$ cat src/hdl/bclp_pkg.sv
// Package: shared types and codes for the button click / long-press detector.
`default_nettype none
package bclp_pkg;

  // Threshold register width, fixed by the register map
  localparam int unsigned THR_W  = 16;
  localparam int unsigned IDX_W  = 3;

  // Register indexes
  localparam logic [IDX_W-1:0] REG_PRESS_LEVEL  = 3'd0;
  localparam logic [IDX_W-1:0] REG_DEBOUNCE     = 3'd1;
  localparam logic [IDX_W-1:0] REG_LONG_PRESS   = 3'd2;
  localparam logic [IDX_W-1:0] REG_DOUBLE_CLICK = 3'd3;
  localparam logic [IDX_W-1:0] REG_REPEAT       = 3'd4;

  // Reset values of the registers
  localparam logic [THR_W-1:0] RST_DEBOUNCE     = 16'd1;
  localparam logic [THR_W-1:0] RST_LONG_PRESS   = 16'd50;
  localparam logic [THR_W-1:0] RST_DOUBLE_CLICK = 16'd15;
  localparam logic [THR_W-1:0] RST_REPEAT       = 16'd5;

  typedef enum logic [2:0] {
    ST_RELEASED = 3'd0,
    ST_DEBOUNCE = 3'd1,
    ST_PRESSED  = 3'd2,
    ST_LONG     = 3'd3,
    ST_WAIT     = 3'd4
  } state_t;

  typedef enum logic [2:0] {
    EV_NONE   = 3'd0,
    EV_PRESS  = 3'd1,
    EV_SHORT  = 3'd2,
    EV_DOUBLE = 3'd3,
    EV_LONG   = 3'd4,
    EV_REPEAT = 3'd5
  } event_t;

  typedef struct packed {
    logic             press_level;
    logic [THR_W-1:0] debounce_ticks;
    logic [THR_W-1:0] long_press_ticks;
    logic [THR_W-1:0] double_click_ticks;
    logic [THR_W-1:0] repeat_ticks;
  } cfg_t;

  typedef struct packed {
    logic   is_long_pressed;
    logic   is_pressed;
    event_t event_code;
  } result_t;

endpackage
`default_nettype wire

$ cat src/hdl/bclp_cfg.sv
// Configuration register bank for the button detector.
`default_nettype none
module bclp_cfg (
  input  wire logic                         clk,
  input  wire logic                         rst,
  input  wire logic                         cfg_we,
  input  wire logic [bclp_pkg::IDX_W-1:0]   cfg_index,
  input  wire logic [bclp_pkg::THR_W-1:0]   cfg_data,
  output bclp_pkg::cfg_t                    cfg
);
  import bclp_pkg::*;

  // Register writes; unknown indexes are dropped
  always_ff @(posedge clk) begin
    if (rst) begin
      cfg.press_level        <= 1'b0;
      cfg.debounce_ticks     <= RST_DEBOUNCE;
      cfg.long_press_ticks   <= RST_LONG_PRESS;
      cfg.double_click_ticks <= RST_DOUBLE_CLICK;
      cfg.repeat_ticks       <= RST_REPEAT;
    end else if (cfg_we) begin
      case (cfg_index)
        REG_PRESS_LEVEL:  cfg.press_level        <= cfg_data[0];
        REG_DEBOUNCE:     cfg.debounce_ticks     <= cfg_data;
        REG_LONG_PRESS:   cfg.long_press_ticks   <= cfg_data;
        REG_DOUBLE_CLICK: cfg.double_click_ticks <= cfg_data;
        REG_REPEAT:       cfg.repeat_ticks       <= cfg_data;
        default: ;
      endcase
    end
  end

endmodule
`default_nettype wire

$ cat src/hdl/bclp_fsm.sv
// Button state machine: debounce, click counting, long press and repeat.
`default_nettype none
module bclp_fsm #(
  parameter int unsigned COUNTER_WIDTH = 16
) (
  input  wire logic        clk,
  input  wire logic        rst,
  input  wire logic        take,
  input  wire logic        raw_level,
  input  bclp_pkg::cfg_t   cfg,
  output bclp_pkg::result_t res
);
  import bclp_pkg::*;

  localparam int unsigned CW    = COUNTER_WIDTH;
  localparam int unsigned CMP_W = (CW > THR_W) ? CW : THR_W;
  localparam logic [CW-1:0] CNT_MAX = {CW{1'b1}};

  state_t        state, state_next;
  logic [CW-1:0] hold_counter, hold_counter_next;
  logic [CW-1:0] release_counter, release_counter_next;
  logic [CW-1:0] repeat_counter, repeat_counter_next;
  logic [1:0]    click_counter, click_counter_next;
  logic          long_fired, long_fired_next;
  event_t        ev;

  logic          act;
  logic [CW-1:0] hold_inc, release_inc, repeat_inc;
  logic          hold_ge_deb, hold_inc_ge_long, hold_lt_long;
  logic          rel_inc_ge_dbl, rep_inc_ge_rpt;

  // Saturating increments and threshold compares, widened to a common width
  always_comb begin
    act              = (raw_level == cfg.press_level);
    hold_inc         = (hold_counter == CNT_MAX) ? CNT_MAX : hold_counter + 1'b1;
    release_inc      = (release_counter == CNT_MAX) ? CNT_MAX : release_counter + 1'b1;
    repeat_inc       = (repeat_counter == CNT_MAX) ? CNT_MAX : repeat_counter + 1'b1;
    hold_ge_deb      = CMP_W'(hold_inc) >= CMP_W'(cfg.debounce_ticks);
    hold_inc_ge_long = CMP_W'(hold_inc) >= CMP_W'(cfg.long_press_ticks);
    hold_lt_long     = CMP_W'(hold_counter) < CMP_W'(cfg.long_press_ticks);
    rel_inc_ge_dbl   = CMP_W'(release_inc) >= CMP_W'(cfg.double_click_ticks);
    rep_inc_ge_rpt   = CMP_W'(repeat_inc) >= CMP_W'(cfg.repeat_ticks);
  end

  // Next state and event
  always_comb begin
    state_next           = state;
    hold_counter_next    = hold_counter;
    release_counter_next = release_counter;
    repeat_counter_next  = repeat_counter;
    click_counter_next   = click_counter;
    long_fired_next      = long_fired;
    ev                   = EV_NONE;
    case (state)
      ST_DEBOUNCE: begin
        if (act) begin
          hold_counter_next = hold_inc;
          if (hold_ge_deb) begin
            state_next        = ST_PRESSED;
            ev                = EV_PRESS;
            hold_counter_next = '0;
            if (click_counter != 2'd3) begin
              click_counter_next = click_counter + 2'd1;
            end
          end
        end else begin
          state_next = ST_RELEASED;
        end
      end
      ST_PRESSED: begin
        if (!act) begin
          state_next           = ST_DEBOUNCE;
          release_counter_next = '0;
          hold_counter_next    = '0;
          long_fired_next      = 1'b0;
          if (hold_lt_long) begin
            if (click_counter == 2'd1) begin
              state_next = ST_WAIT;
            end else if (click_counter >= 2'd2) begin
              ev                 = EV_DOUBLE;
              click_counter_next = 2'd0;
              state_next         = ST_RELEASED;
            end
          end else begin
            ev                 = EV_SHORT;
            click_counter_next = 2'd0;
          end
        end else begin
          hold_counter_next = hold_inc;
          if (hold_inc_ge_long && !long_fired) begin
            ev                  = EV_LONG;
            long_fired_next     = 1'b1;
            state_next          = ST_LONG;
            repeat_counter_next = '0;
            click_counter_next  = 2'd0;
          end
        end
      end
      ST_LONG: begin
        if (!act) begin
          state_next        = ST_DEBOUNCE;
          long_fired_next   = 1'b0;
          hold_counter_next = '0;
        end else begin
          repeat_counter_next = repeat_inc;
          if ((cfg.repeat_ticks != '0) && rep_inc_ge_rpt) begin
            ev                  = EV_REPEAT;
            repeat_counter_next = '0;
          end
        end
      end
      ST_WAIT: begin
        if (act) begin
          state_next           = ST_DEBOUNCE;
          hold_counter_next    = '0;
          release_counter_next = '0;
        end else begin
          release_counter_next = release_inc;
          if (rel_inc_ge_dbl) begin
            if (click_counter == 2'd1) begin
              ev = EV_SHORT;
            end
            state_next         = ST_RELEASED;
            click_counter_next = 2'd0;
          end
        end
      end
      default: begin
        // released, and any stray code
        if (act) begin
          state_next          = ST_DEBOUNCE;
          hold_counter_next   = '0;
          long_fired_next     = 1'b0;
          repeat_counter_next = '0;
        end
        release_counter_next = '0;
      end
    endcase
    res.event_code      = ev;
    res.is_pressed      = (state_next == ST_PRESSED) || (state_next == ST_LONG);
    res.is_long_pressed = (state_next == ST_LONG);
  end

  // State registers advance on each accepted tick
  always_ff @(posedge clk) begin
    if (rst) begin
      state           <= ST_RELEASED;
      hold_counter    <= '0;
      release_counter <= '0;
      repeat_counter  <= '0;
      click_counter   <= 2'd0;
      long_fired      <= 1'b0;
    end else if (take) begin
      state           <= state_next;
      hold_counter    <= hold_counter_next;
      release_counter <= release_counter_next;
      repeat_counter  <= repeat_counter_next;
      click_counter   <= click_counter_next;
      long_fired      <= long_fired_next;
    end
  end

  // Long press lands in the long state with the fired flag set
  a_long_entry: assert property (@(posedge clk) disable iff (rst)
    take && (ev == EV_LONG) |=> (state == ST_LONG) && long_fired)
    else $error("long press did not enter long state");

  // Repeat restarts the interval count
  a_repeat_clear: assert property (@(posedge clk) disable iff (rst)
    take && (ev == EV_REPEAT) |=> (repeat_counter == '0))
    else $error("repeat counter not cleared");

  // Waiting for a second click only with exactly one click counted
  a_wait_click: assert property (@(posedge clk) disable iff (rst)
    (state == ST_WAIT) |-> (click_counter == 2'd1))
    else $error("wait state with wrong click count");

  // Long state always carries the fired flag
  a_long_flag: assert property (@(posedge clk) disable iff (rst)
    (state == ST_LONG) |-> long_fired)
    else $error("long state without fired flag");

endmodule
`default_nettype wire

$ cat src/hdl/bclp_out.sv
// Result register between the state machine and the output stream.
`default_nettype none
module bclp_out (
  input  wire logic          clk,
  input  wire logic          rst,
  input  wire logic          load,
  input  bclp_pkg::result_t  res_in,
  output logic               can_load,
  output logic               m_tvalid,
  input  wire logic          m_tready,
  output logic [7:0]         m_tdata
);
  import bclp_pkg::*;

  result_t res_q;

  // Free when empty or being drained this cycle
  assign can_load = !m_tvalid || m_tready;

  // Valid flag
  always_ff @(posedge clk) begin
    if (rst) begin
      m_tvalid <= 1'b0;
    end else if (can_load) begin
      m_tvalid <= load;
    end
  end

  // Payload
  always_ff @(posedge clk) begin
    if (load && can_load) begin
      res_q <= res_in;
    end
  end

  assign m_tdata = {3'b000, res_q.is_long_pressed, res_q.is_pressed, res_q.event_code};

endmodule
`default_nettype wire

$ cat src/hdl/button_click_long_press_fsm.sv
// Top level of the button debounce, click and long-press detector.
//
//  channel  dir  handshake           payload
//  s_*      in   s_tvalid/s_tready   s_tdata[0] raw_level
//  m_*      out  m_tvalid/m_tready   m_tdata[2:0] event, [3] pressed, [4] long pressed
//  cfg_*    in   cfg_we              cfg_index, cfg_data
//
// One tick request per cycle while s_tready is high; its result appears in the cycle after acceptance.
// State update and result are computed in one pass and land in the result register.
// A stalled output holds s_tready low only while the result register is full.
// Reset puts the machine in the released state and loads register defaults.
`default_nettype none
module button_click_long_press_fsm #(
  parameter int unsigned COUNTER_WIDTH = 16
) (
  input  wire logic                        clk,
  input  wire logic                        rst,
  input  wire logic                        s_tvalid,
  output logic                             s_tready,
  input  wire logic [7:0]                  s_tdata,   // [0] raw_level
  output logic                             m_tvalid,
  input  wire logic                        m_tready,
  output logic [7:0]                       m_tdata,   // [2:0] event_code, [3] is_pressed,
                                                      // [4] is_long_pressed
  input  wire logic                        cfg_we,
  input  wire logic [bclp_pkg::IDX_W-1:0]  cfg_index,
  input  wire logic [bclp_pkg::THR_W-1:0]  cfg_data
);
  import bclp_pkg::*;

  cfg_t    cfg;
  result_t res;
  logic    can_load;
  logic    take;

  assign s_tready = can_load;
  assign take     = s_tvalid && can_load;

  bclp_cfg u_cfg (
    .clk       (clk),
    .rst       (rst),
    .cfg_we    (cfg_we),
    .cfg_index (cfg_index),
    .cfg_data  (cfg_data),
    .cfg       (cfg)
  );

  bclp_fsm #(
    .COUNTER_WIDTH (COUNTER_WIDTH)
  ) u_fsm (
    .clk       (clk),
    .rst       (rst),
    .take      (take),
    .raw_level (s_tdata[0]),
    .cfg       (cfg),
    .res       (res)
  );

  bclp_out u_out (
    .clk      (clk),
    .rst      (rst),
    .load     (take),
    .res_in   (res),
    .can_load (can_load),
    .m_tvalid (m_tvalid),
    .m_tready (m_tready),
    .m_tdata  (m_tdata)
  );

endmodule
`default_nettype wire
$ cat config.mk
export PLATFORM = sky130hd
export DESIGN_NAME = button_click_long_press_fsm
export DESIGN_NICKNAME = d
export VERILOG_FILES = /design/src/hdl/bclp_pkg.sv /design/src/hdl/bclp_cfg.sv /design/src/hdl/bclp_fsm.sv /design/src/hdl/bclp_out.sv /design/src/hdl/button_click_long_press_fsm.sv
export SDC_FILE = /design/constraint.sdc
export NUM_CORES = 1
export LEC_CHECK = 0
export BUFFER_PORTS_ARGS = -buffer_cell sky130_fd_sc_hd__buf_2
export CELL_PAD_IN_SITES_DETAIL_PLACEMENT = 0
export CELL_PAD_IN_SITES_GLOBAL_PLACEMENT = 1
export CORE_UTILIZATION = 30
export DETAILED_ROUTE_END_ITERATION = 12
export GPL_ROUTABILITY_DRIVEN = 0
export PLACE_DENSITY_LB_ADDON = 0.1
export SLEW_MARGIN = 10
export SYNTH_ARGS = -nofsm -noshare
export SYNTH_HDL_FRONTEND = slang
export SYNTH_SLANG_ARGS = --single-unit
$ cat constraint.sdc
create_clock -name clk -period 10 [get_ports clk]
set_input_delay 1.5 -clock clk [delete_from_list [all_inputs] [get_ports clk]]
set_output_delay 1.5 -clock clk [all_outputs]
set_load 0.1 [all_outputs]
## Word-level counts from Yosys, hierarchy flattened

Cells that the tools add are included.

| word-level totals | value |
|---|---|
| output and inout bits | 10 |
| bits in registers | 125 |

| cells by class | value |
|---|---|
| reduce and logical (&&, ||, !) cells | 24 |
| $add $sub $neg | 4 |
| eq/ne operators | 27 |
| order comparisons | 6 |
| bitwise logic cells | 2 |
| mux-type cells | 57 |

Operator list:

| operator | count |
|---|---|
| 2-to-1 mux 16 bit | 13 |
| one-hot mux 16 bit (3 select lines) | 3 |
| >= comparator 16 bit | 4 |
| 2-to-1 mux 3 bit | 19 |
| adder 16 x 1 -> 16 bit (second input constant) | 3 |
| equality test 16 bit (second input constant) | 3 |
| 2-to-1 mux 2 bit | 12 |
| one-hot mux 3 bit (4 select lines) | 2 |
| equality test 3 x 2 -> 1 bit (second input constant) | 6 |
| less-than comparator 16 bit | 1 |
| nonzero test 16 bit | 1 |
| != test 2 x 1 -> 1 bit (second input constant) | 5 |
| AND reduction 10 bit | 1 |
| AND reduction 2 bit | 5 |
| != test 2 bit (second input constant) | 4 |
| != test 4 x 3 -> 1 bit (second input constant) | 2 |
| AND reduction 4 bit | 2 |
| equality test 3 x 1 -> 1 bit (second input constant) | 2 |
| equality test 3 bit (second input constant) | 2 |
| 2-to-1 mux 1 bit | 6 |
| one-hot mux 2 bit (3 select lines) | 1 |
| nonzero test 3 bit | 2 |
| AND reduction 5 bit | 1 |
| logical AND 1 bit | 4 |
| 12 further kinds | 16 |

## Logic depth before layout (Yosys ltp)

| depth | value |
|---|---|
| depth after elaboration | 9 |
| mapped depth | 18 |
| depth with buffers taken out | 15 |

## Cells and area by module

Synthesis repeated with hierarchy kept, for this count alone.

| second synthesis, totals | value |
|---|---|
| cell total of the unflattened synthesis | 952 |
| area, all modules | 8,167.8 um^2 |

Modules (own cells, without submodules):

| module | instances | cells an instance | area an instance (um^2) |
|---|---|---|---|
| bclp_fsm | 1 | 695 | 5,282.6 |
| bclp_cfg | 1 | 242 | 2,647.5 |
| bclp_out | 1 | 14 | 231.5 |
| button_click_long_press_fsm | 1 | 1 | 6.3 |

## Least setup slack after synthesis

OpenSTA, ideal clock, no wires.

| timing | value |
|---|---|
| path type | input-to-reg |
| start point | in m_tready |
| end point | reg u_fsm.repeat_counter[11] |
| data arrival time | 3,840 ps |
| stages | 9 |
| library setup time | 114 ps |
| path slack | 6,046 ps |
| data required time | 9,886 ps |
| cell sequence | nand2b_1 -> nand2_1 -> clkinv_1 -> nand2_1 -> nor2_1 -> o2111ai_1 -> buf_2 -> a31oi_1 -> a21o_1 |

| between the ends | value |
|---|---|
| longest elaborated chain between the ends | 3 |

RTL lines:

| item | RTL line | source |
|---|---|---|
| start, declared | button_click_long_press_fsm.sv:22 | `input wire logic m_tready,` |
| logical OR 1 bit | bclp_out.sv:18 | `assign can_load = !m_tvalid \|\| m_tready;` |
| logical AND 1 bit | button_click_long_press_fsm.sv:37 | `assign take = s_tvalid && can_load;` |
| via take | button_click_long_press_fsm.sv:34 | `logic take;` |
| AND reduction 4 bit (no line) | -- |  |
| end signal, assigned | bclp_fsm.sv:157 | `repeat_counter <= repeat_counter_next;` |
| end, declared | bclp_fsm.sv:22 | `logic [CW-1:0] repeat_counter, repeat_counter_next;` |

The timed path passes the listed nets, and every way through them passes these cells.
A chain may end at the register's enable or synchronous reset.

## Worst setup path after layout

| timing | value |
|---|---|
| start point | reg u_fsm.hold_counter[0] |
| end point | reg u_fsm.hold_counter[11] |

| between the ends | value |
|---|---|
| longest elaborated chain between the ends | 6 |
| elaborated cells on any way between the ends | 8 |
| classes of those cells | add/sub (1); order compare (1); eq/ne (1); mux (5) |

RTL lines:

| item | RTL line | source |
|---|---|---|
| start, declared | bclp_fsm.sv:20 | `logic [CW-1:0] hold_counter, hold_counter_next;` |
| start signal, assigned | bclp_fsm.sv:155 | `hold_counter <= hold_counter_next;` |
| adder 16 x 1 -> 16 bit / equality test 16 bit (equally long branches) | bclp_fsm.sv:35 | `hold_inc = (hold_counter == CNT_MAX) ? CNT_MAX : hold_counter + 1'b1;` |
| 2-to-1 mux 16 bit * | bclp_fsm.sv:35 |  |
| >= comparator 16 bit | bclp_fsm.sv:38 | `hold_ge_deb = CMP_W'(hold_inc) >= CMP_W'(cfg.debounce_ticks);` |
| 2-to-1 mux 16 bit | bclp_fsm.sv:58 | `if (hold_ge_deb) begin` |
| 2-to-1 mux 16 bit | bclp_fsm.sv:56 | `if (act) begin` |
| one-hot mux 16 bit (3 select lines) * | bclp_fsm.sv:54 | `case (state)` |

Every way passes the cells marked *; elsewhere a longest branch is shown, timed or not. The select of a mux whose other input is x is not followed.

==> results.toml <==
[worst_setup_path]
cp_cell_sequence = "ha_1, nand3_1, nor2_1, and3_1, nand3_1, o21ai_0, ha_1, and3_1, a221oi_2, o2111a_2, a21boi_2, a2111oi_4, a21o_1, a22o_1"
r2r-end = "u_fsm.hold_counter[11]$_SDFFE_PP0P_"
r2r_cells = 14
worstSetupPathType = "reg -> reg"
rrSetupSlack_ns = 4.71
slowest_stage = "a2111oi_4"
required_ns = 10.36
cp-startpoint = "u_fsm.hold_counter[0]$_SDFFE_PP0P_"
critPathMaxStageDelay_ns = 0.99
worstSetupStartpointType = "flop"
r2r_start = "u_fsm.hold_counter[0]$_SDFFE_PP0P_"
crit_path_max_fanout = 22
worstPathArrival_ns = 5.65
critPathCapture = "u_fsm.hold_counter[11]$_SDFFE_PP0P_"
endpoint_kind = "flop"

[pwr]
powerDensity_mw_per_mm2 = 146.7
leakage_nw = 3.916
finalPower_mw = 1.327
max-vdd-ir-drop_uv = 107.4

[final_layout]
num-nets-final = 1155
multi_input_area_sq_mm = 0.004964
final_cell_mix = "nand2_1, dfxtp_1, a21oi_1"
drive_gt1_share_pct = 8.571
synthToLayoutAreaGrowth_pct = 13.39
layout_commonest_cell = "nand2_1"
ff_latch_area_sq_mm = 0.002552
fill_cells = 2779
antenna_cells = 0

[floorplan]
die-area_sq_mm = 0.02725
die_h_microns = 165.1
io_pins = 42
die_x_microns = 165.1
start_util_pct = 30.62
row_count = 59
core_area_sq_mm = 0.02606

[route]
wl_microns = 22280
vias = 6923
via_per_inst = 4.999
wire_per_inst_microns = 16.09
dr.pass1.iters = 4
drc = 0
drtIter0Drc = 326
postRouteAntennaNets = 0

[cts]
postCtsHoldBufs = 0
cts_made_buffers = 17
h-tree-depth = 4
path_clk_slew_ns = 0.06
clockBufferDepth = 2
clock_latency_ns = 0.43
cts_setup_buffers = 0
cts_resized = 0
cts_tree = "done"
cts_root_buf = "clkbuf_16"
cts.sinks = 125

[status]
outcome = "finished, final reports clean"

[timing]
clock.fmax_mhz = 189.1
finClkSkew_ns = 0.01048
finalCritPeriodShare_pct = 52.90
rsz0062_at_grt = "false"
finalMaxSlewViolations = 0
hold_slack_ns = 0.4521
tns_ns = 0
fin_crit_ns = 5.290
setup_viol = 0
hold_viol_final = 0
maxSlewHeadroom_pct = 20.49
tightest_slew_ns = 1.188

[synth]
async_flop_share_pct = 0
synth_fa_ha_area_share_pct = 13.49
yosys-mux-area-fraction_pct = 0.7841
synth.ff_latch_count = 125
avgSynthCellArea_sq_um = 7.762
ys.flop_type = "dfxtp_1"
synth.top_cells.by_area = "dfxtp_1, ha_1, nand2_1"
synth_top_area_share_pct = 30.11
yosys_warnings = 0
synth-edff-count = 5
synth.largest_area_cell = "dfxtp_1"
ys_seq_area_share_pct = 31.99
synth_cells = 1028
synth.distinct_cells = 67
synth-simple-area-share_pct = 24.59
synth-compound-area-share_pct = 20.82
syn_area_sq_mm = 0.007979
synthXorXnorAreaFrac_pct = 2.289
synth_top_family_by_area = "simple AND/OR/NAND/NOR gates"

[grt]
grt_pass1_wl_microns = 35700
track_usage_pct = 17.22
antenna_found_initial = 0
grt_max_degree = 88
grt_overflow = 0
grt_pass1_vias = 6501

[place]
port_buffers = 31
dp_hpwl_microns = 16250

[min_path]
hold_class = "reg -> reg"
min_from = "u_cfg.cfg[34]$_SDFFE_PP0P_"

[flow_run]
maxCapViolCount = 0
## sequential cells by signal, summed over array words and instances, names as in the netlist
signal / count
u_out.m_tdata: 5
u_out.m_tvalid: 1
u_fsm.click_counter: 2
u_fsm.state: 3
u_fsm.hold_counter: 16
u_fsm.release_counter: 16
u_fsm.repeat_counter: 16
u_fsm.long_fired: 1
u_cfg.cfg: 65
## worst max-delay path: cells and delay by family (launching register included)
family                     cells  cell delay [ns]
adders and majority gates      2             0.53
and+or+nand+nor                5             1.83
AOI/OAI and AO/OA              7             2.46
DFF                            1             0.41
## per-layer routing
layer / global-route usage, % / vias up / part of all wire, %
met5: 0 / - / 0
met4: 3.962 / 0 / 0.77
met3: 3.521 / 15 / 3.4
met2: 27.25 / 108 / 46
met1: 23.80 / 3190 / 50
li1: - / 3610 / -
## worst min path at each step
stage | end | slack (ns) | depth (start not counted)
finish | u_cfg.cfg[34]$_SDFFE_PP0P_ | 0.45 | 2
global route | u_cfg.cfg[47]$_SDFFE_PP0P_ | 0.46 | 2
CTS | u_cfg.cfg[56]$_SDFFE_PP0P_ | 0.45 | 2
global placement | u_cfg.cfg[52]$_SDFFE_PP0P_ | 0.44 | 2
floorplan | u_fsm.repeat_counter[1]$_SDFFE_PP0P_ | 0.43 | 2
detailed placement | u_cfg.cfg[29]$_SDFFE_PP0P_ | 0.45 | 2
## per-stage QoR
step / worst slack (ns) / util [%] / std cells / cell area [sq um]
after floorplan: 6.046 / - / 1030 / 7986
after global placement: 4.724 / 32.20 / 1353 / 8391
after detailed placement: 4.752 / 32.20 / 1353 / 8391
after CTS: 4.709 / 34.71 / 1385 / 9045
after global routing: 4.327 / 34.72 / 1385 / 9047
final: 4.710 / 34.72 / 1385 / 9047
## power breakdown
group          switching [mW]  internal [mW]  leakage (nW)
combinational          0.0774         0.0298          2.58
sequential            0.00735          0.510          1.02
clock                   0.248          0.454         0.316
## cell families after synthesis
logic type,count (synthesis)
flip-flops,125
AND/OR/NAND/NOR,417
multiplexers,6
XOR/XNOR,20
AO/OA/AOI/OAI,253
other,1
adder cells (fa/ha/maj),86
buffers and inverters,120
## synthesized netlist by cell type, drive strengths merged, types with 5 or more instances
master	number
ha	86
xnor2	7
o21ai	39
nor2b	13
a22o	10
a211oi	6
a31oi	16
nand3b	13
dfxtp	120
clkbuf	34
or2	9
inv	73
and3	16
nand2b	21
a22oi	13
and2	11
nand2	200
a21o	29
nand4	14
nor3	9
nand3	42
and4	6
buf	12
xor2	13
o21a	9
a21oi	92
nor2	54
edfxtp	5
## cell type report
type	count	area share (%)
Timing Repair Buffer	34	1.991
Sequential cell	125	28.21
Clock inverter	8	1.673
Clock buffer	24	5.559
Tap cell	335	4.633
Multi-Input combinational cell	785	54.86
Inverter	74	3.070
(Power assumes the default switching activity.)
